===== config.mk =====
export PLATFORM = sky130hd
export DESIGN_NAME = ssu_front
export DESIGN_NICKNAME = d
export VERILOG_FILES = /design/src/rtl/ssu_pkg.sv /design/src/rtl/ssu_front.sv
export VERILOG_INCLUDE_DIRS = /design/src /design/src/rtl
export SDC_FILE = /design/constraint.sdc
export NUM_CORES = 1
export LEC_CHECK = 0
export BUFFER_PORTS_ARGS = -buffer_cell sky130_fd_sc_hd__buf_2
export CORE_MARGIN = 5
export CORE_UTILIZATION = 45
export CTS_CLUSTER_DIAMETER = 30
export DETAILED_ROUTE_END_ITERATION = 8
export GPL_TIMING_DRIVEN = 0
export HOLD_SLACK_MARGIN = 0.1
export PLACE_DENSITY = 0.81
export SYNTH_ARGS = -nofsm -noshare
export SYNTH_HDL_FRONTEND = slang
export SYNTH_SLANG_ARGS = --single-unit
export TNS_END_PERCENT = 30

===== constraint.sdc =====
create_clock -name i_clk -period 4.27 [get_ports i_clk]
set_clock_uncertainty 0.2 [all_clocks]
set_input_delay 0.854 -clock i_clk [delete_from_list [all_inputs] [get_ports i_clk]]
set_output_delay 0.854 -clock i_clk [all_outputs]
set_load 0.05 [all_outputs]

===== src/rtl/assert_macros.svh =====
// Assertion helpers shared by the RTL files.
`ifndef ASSERT_MACROS_SVH
`define ASSERT_MACROS_SVH

// Checked only while the block is out of reset.
`define SSU_ASSERT(lbl, prop) \
    lbl: assert property (@(posedge i_clk) disable iff (!i_rst_n) prop) \
        else $error("ssu assertion failed");

// Checked at every clock edge, reset included.
`define SSU_ASSERT_ALWAYS(lbl, prop) \
    lbl: assert property (@(posedge i_clk) prop) else $error("ssu assertion failed");

`endif


===== src/rtl/ssu_pkg.sv =====
package ssu_pkg;

    localparam logic [1:0] CMD_WRITE = 2'd0;
    localparam logic [1:0] CMD_READ  = 2'd1;
    localparam logic [1:0] CMD_PUSH  = 2'd2;

    localparam logic [2:0] MODE_ASSIGN = 3'd0;
    localparam logic [2:0] MODE_ADD    = 3'd1;
    localparam logic [2:0] MODE_SUB    = 3'd2;
    localparam logic [2:0] MODE_MUL    = 3'd3;
    localparam logic [2:0] MODE_MAX    = 3'd4;

    localparam logic [2:0] STAT_OK        = 3'd0;
    localparam logic [2:0] STAT_IDENTITY  = 3'd1;
    localparam logic [2:0] STAT_AXIS      = 3'd2;
    localparam logic [2:0] STAT_INPUT     = 3'd3;
    localparam logic [2:0] STAT_DUPLICATE = 3'd4;

    localparam logic KIND_READ   = 1'b0;
    localparam logic KIND_STATUS = 1'b1;

    localparam int CFG_IDX_W  = 8;
    localparam int CFG_DATA_W = 32;

    localparam logic [CFG_IDX_W-1:0] CFG_MODE     = 8'd0;
    localparam logic [CFG_IDX_W-1:0] CFG_UNIQUE   = 8'd1;
    localparam logic [CFG_IDX_W-1:0] CFG_LENGTH   = 8'd2;
    localparam logic [CFG_IDX_W-1:0] CFG_IDENTITY = 8'd3;
    localparam logic [CFG_IDX_W-1:0] CFG_AXIS     = 8'd4;

    localparam logic [63:0] SAT_MAX = 64'h7FFF_FFFF_FFFF_FFFF;
    localparam logic [63:0] SAT_MIN = 64'h8000_0000_0000_0000;

    typedef struct packed {
        logic [1:0]         command;
        logic [31:0]        slot_index;
        logic signed [63:0] data_value;
        logic               last_in_batch;
    } t_in_item;

    typedef struct packed {
        logic               result_kind;
        logic signed [63:0] read_value;
        logic [2:0]         batch_status;
        logic [8:0]         applied_count;
    } t_out_item;

    // Classified request handed from the front to the back.
    typedef struct packed {
        logic [1:0]  cmd;
        logic [31:0] idx;
        logic [63:0] val;
        logic        last;
        logic        in_depth;
    } t_work;

    typedef struct packed {
        logic [2:0]  update_mode;
        logic        require_unique;
        logic [10:0] target_length;
        logic        identity_ok;
        logic        axis_ok;
    } t_cfg;

    typedef enum logic [3:0] {
        ST_IDLE,
        ST_DISP,
        ST_EMIT_RD,
        ST_DUP_RD,
        ST_DUP_CMP,
        ST_APP_RD,
        ST_APP_CHK,
        ST_APP_OP,
        ST_MUL,
        ST_MUL_RND,
        ST_MUL_FIN,
        ST_EMIT_ST
    } t_state;

endpackage


===== src/rtl/ssu_front.sv =====
module ssu_front #(
    parameter int TARGET_DEPTH = 1024
) (
    input  logic             i_clk,
    input  logic             i_rst_n,
    input  logic             push,
    output logic             full,
    input  ssu_pkg::t_in_item i_item,
    output logic             o_q_valid,
    output ssu_pkg::t_work   o_q_data,
    input  logic             i_q_pop
);
    import ssu_pkg::*;
    `include "assert_macros.svh"

    localparam logic [31:0] DEPTH32 = 32'(TARGET_DEPTH);

    t_work      r_slot [2];
    logic       r_wr_ptr;
    logic       r_rd_ptr;
    logic [1:0] r_count;
    t_work      w_cls;
    logic       w_push_ok;
    logic       w_pop_ok;

    always_comb begin
        w_cls.cmd      = i_item.command;
        w_cls.idx      = i_item.slot_index;
        w_cls.val      = i_item.data_value;
        w_cls.last     = i_item.last_in_batch;
        w_cls.in_depth = i_item.slot_index < DEPTH32;
    end

    assign full      = r_count == 2'd2;
    assign o_q_valid = r_count != 2'd0;
    assign o_q_data  = r_slot[r_rd_ptr];
    assign w_push_ok = push && !full;
    assign w_pop_ok  = i_q_pop && o_q_valid;

    always_ff @(posedge i_clk) begin
        if (w_push_ok) begin
            r_slot[r_wr_ptr] <= w_cls;
        end
    end

    always_ff @(posedge i_clk) begin
        if (!i_rst_n) begin
            r_wr_ptr <= 1'b0;
            r_rd_ptr <= 1'b0;
            r_count  <= 2'd0;
        end else begin
            if (w_push_ok) begin
                r_wr_ptr <= !r_wr_ptr;
            end
            if (w_pop_ok) begin
                r_rd_ptr <= !r_rd_ptr;
            end
            r_count <= r_count + {1'b0, w_push_ok} - {1'b0, w_pop_ok};
        end
    end

    `SSU_ASSERT(a_count_bound, r_count != 2'd3)
    `SSU_ASSERT(a_push_grows, w_push_ok && !w_pop_ok |=> r_count == $past(r_count) + 2'd1)
    `SSU_ASSERT(a_ptr_gap, (r_count == 2'd1) |-> (r_wr_ptr != r_rd_ptr))

endmodule


==> flow_summary.json <==
{
  "status": "complete, no violations",
  "grt_pass1_vias": 4422,
  "utilization": 0.607,
  "fp.dieH_um": 139,
  "min_path_cells": 2,
  "clock_latency_ps": 470,
  "use_met1": 0.164,
  "reg2reg_from": "r_count[0]$_SDFF_PN0_",
  "drt-initial-drc-count": 140,
  "post_cts_buffers": 0,
  "wirelength_um": 14900,
  "startpoint_type": "flip-flop",
  "mostFrequentLayoutCells": "buf_2 (215), edfxtp_1 (200), mux2_2 (100)",
  "grt_start_max_net_pins": 53,
  "gp_congestion": 0.761,
  "ys_warn_count": 0,
  "busiest_layer": "met2",
  "synth_top_area_cell": "edfxtp_1",
  "tns_ps": 0,
  "cts_tree": "built",
  "drt_pass1_iterations": 4,
  "routed_via_density": 4.78,
  "coreArea_mm2": 0.0165,
  "cp-end-kind": "primary output",
  "p_per_area_mw_per_mm2": 734,
  "synth_area_mm2": 0.00748,
  "worst_slack_ps": 1240,
  "p_leak_nw": 3.81,
  "cts-root-buf": "clkbuf_16",
  "numClockSinks": 205,
  "min_period_ps": 3030,
  "fp.dieW_um": 139,
  "dr_total_vias": 3986,
  "synth_area_leaders": "edfxtp_1 (80%), mux2_2 (15%), dfxtp_1 (1.3%), buf_2 (0.74%), ha_1 (0.33%)",
  "final_common_cell": "buf_2",
  "start_util": 0.454,
  "worstReg2RegEnd": "r_slot[0][26]$_DFFE_PP_",
  "yosys.cell_types.count": 23,
  "ant_nets": 0,
  "globalRouteMet3Util": 0.0562,
  "min_to": "r_wr_ptr$_SDFFE_PN0P_",
  "syn_nets": 450,
  "use_met2": 0.262,
  "drive_above_1_share": 0.613,
  "wire_per_inst_um": 17.8,
  "final_area_mm2": 0.00999,
  "htreeDepth": 2,
  "cts-buffers-inserted": 35,
  "min_path_type": "reg2reg",
  "r2r_setup_slack_ps": 1880,
  "crit_type": "reg2out",
  "track_usage": 0.149,
  "hold_start": "r_wr_ptr$_SDFFE_PN0P_",
  "finalCritPeriodShare": 0.709,
  "drv_slew": 0,
  "clock_path_buffers": 3,
  "rsz0062_at_grt": "no",
  "fin_nets": 693,
  "netlist_instances": 345,
  "r2r_cells": 5,
  "ctsHoldBuffers": 0,
  "synth-edff-count": 200,
  "slew_headroom": 0.519,
  "synth_top_area_frac": 0.803,
  "hpwl_um": 10300,
  "num_rows": 47,
  "die_area_mm2": 0.0193,
  "path_clk_slew_ps": 40,
  "ys_seq_area_frac": 0.817,
  "place_ws_ps": 1400,
  "report.final.hold_viol_count": 0,
  "ioPinCount": 205,
  "drv_cap": 0,
  "max_freq_mhz": 330,
  "grt_overflow": 0,
  "antenna_found_initial": 2,
  "io_buffer_count": 204,
  "cp_data_required_time_ps": 3220,
  "arrival_ps": 1970,
  "synthArstFlopShare": 0,
  "cts_resized": 0,
  "finalSetupViolCount": 0,
  "ys.flop_type": "edfxtp_1",
  "crit_fanout": 10,
  "grt_pass1_wl_um": 22700,
  "synthToLayoutAreaGrowth_pct": 33.6,
  "ys_ff_latch": 205,
  "peakVddDrop_mv": 0.541,
  "drc": 0,
  "tightest_slew_ps": 722,
  "syn_avg_cell_area_um2": 21.7,
  "placed_area_mm2": 0.00883
}
sequential cells by signal, indices dropped and copies added (netlist names), named ones only:
signal / cells
r_wr_ptr: 1
r_count: 2
r_slot: 200
r_rd_ptr: 1
through the flow:
stage,hold slack [ps],power [mW],std cells
floorplan,258,4.25,345
global placement,269,4.71,769
detailed placement,293,4.74,771
CTS,299,7.43,833
global route,327,7.61,834
finish,302,7.33,834
critical path, cell delays in order (launching register included):
cell and delay (ps):
dfxtp_1 300, buf_2 270, buf_2 330, mux2_2 390, buf_2 210
metal layers:
layer  vias to the layer above  wire [µm]
met3                        37       1170
met2                       152       7780
met1                      1915       5510
met4                         2        397
met5                         -         13
li1                       1880          -
power by group:
part,switching [mW],internal [mW]
Combinational,1.54,0.583
Clock,0.887,1.76
Sequential,0.0559,2.50
Total,2.49,4.85
cell families after synthesis:
logic type | Yosys count | share of synthesized area
DFF | 205 | 0.817
buffers and inverters | 16 | 0.00987
muxes | 100 | 0.151
xor gates and xnor gates | 3 | 0.00352
and+or+nand+nor | 16 | 0.0136
AOI/OAI and AO/OA | 3 | 0.00234
adders and majority gates | 2 | 0.00335
area by class of cell:
cell class / count / area [µm²]
fill: 1236 / 6480
sequential: 205 / 6110
clock inverter: 21 / 210
timing repair buffer: 206 / 1080
multi-input combinational: 124 / 1300
antenna: 1 / 2.50
inverter: 5 / 21.3
buffer: 11 / 55.1
tap: 220 / 275
clock buffer: 41 / 941
how the worst max path moves through the flow:
stage | from | endpoint | slack [ps] | depth (start not counted)
floorplan | push | r_slot[1][0]$_DFFE_PP_ | 380 | 1
global placement | push | r_slot[1][65]$_DFFE_PP_ | -720 | 2
detailed placement | push | r_slot[0][59]$_DFFE_PP_ | 1400 | 5
CTS | flip-flop | o_q_data[85] | 1180 | 4
global route | flip-flop | o_q_data[85] | 1140 | 4
finish | flip-flop | o_q_data[76] | 1240 | 4
Yosys cell counts, drive strengths merged (2+ instances only):
master and count:
edfxtp 200, mux2 100, buf 11, dfxtp 5, inv 5, nor4 5, nor2 3, ha 2
xnor2 2
Power figures use the tool's default switching activity.
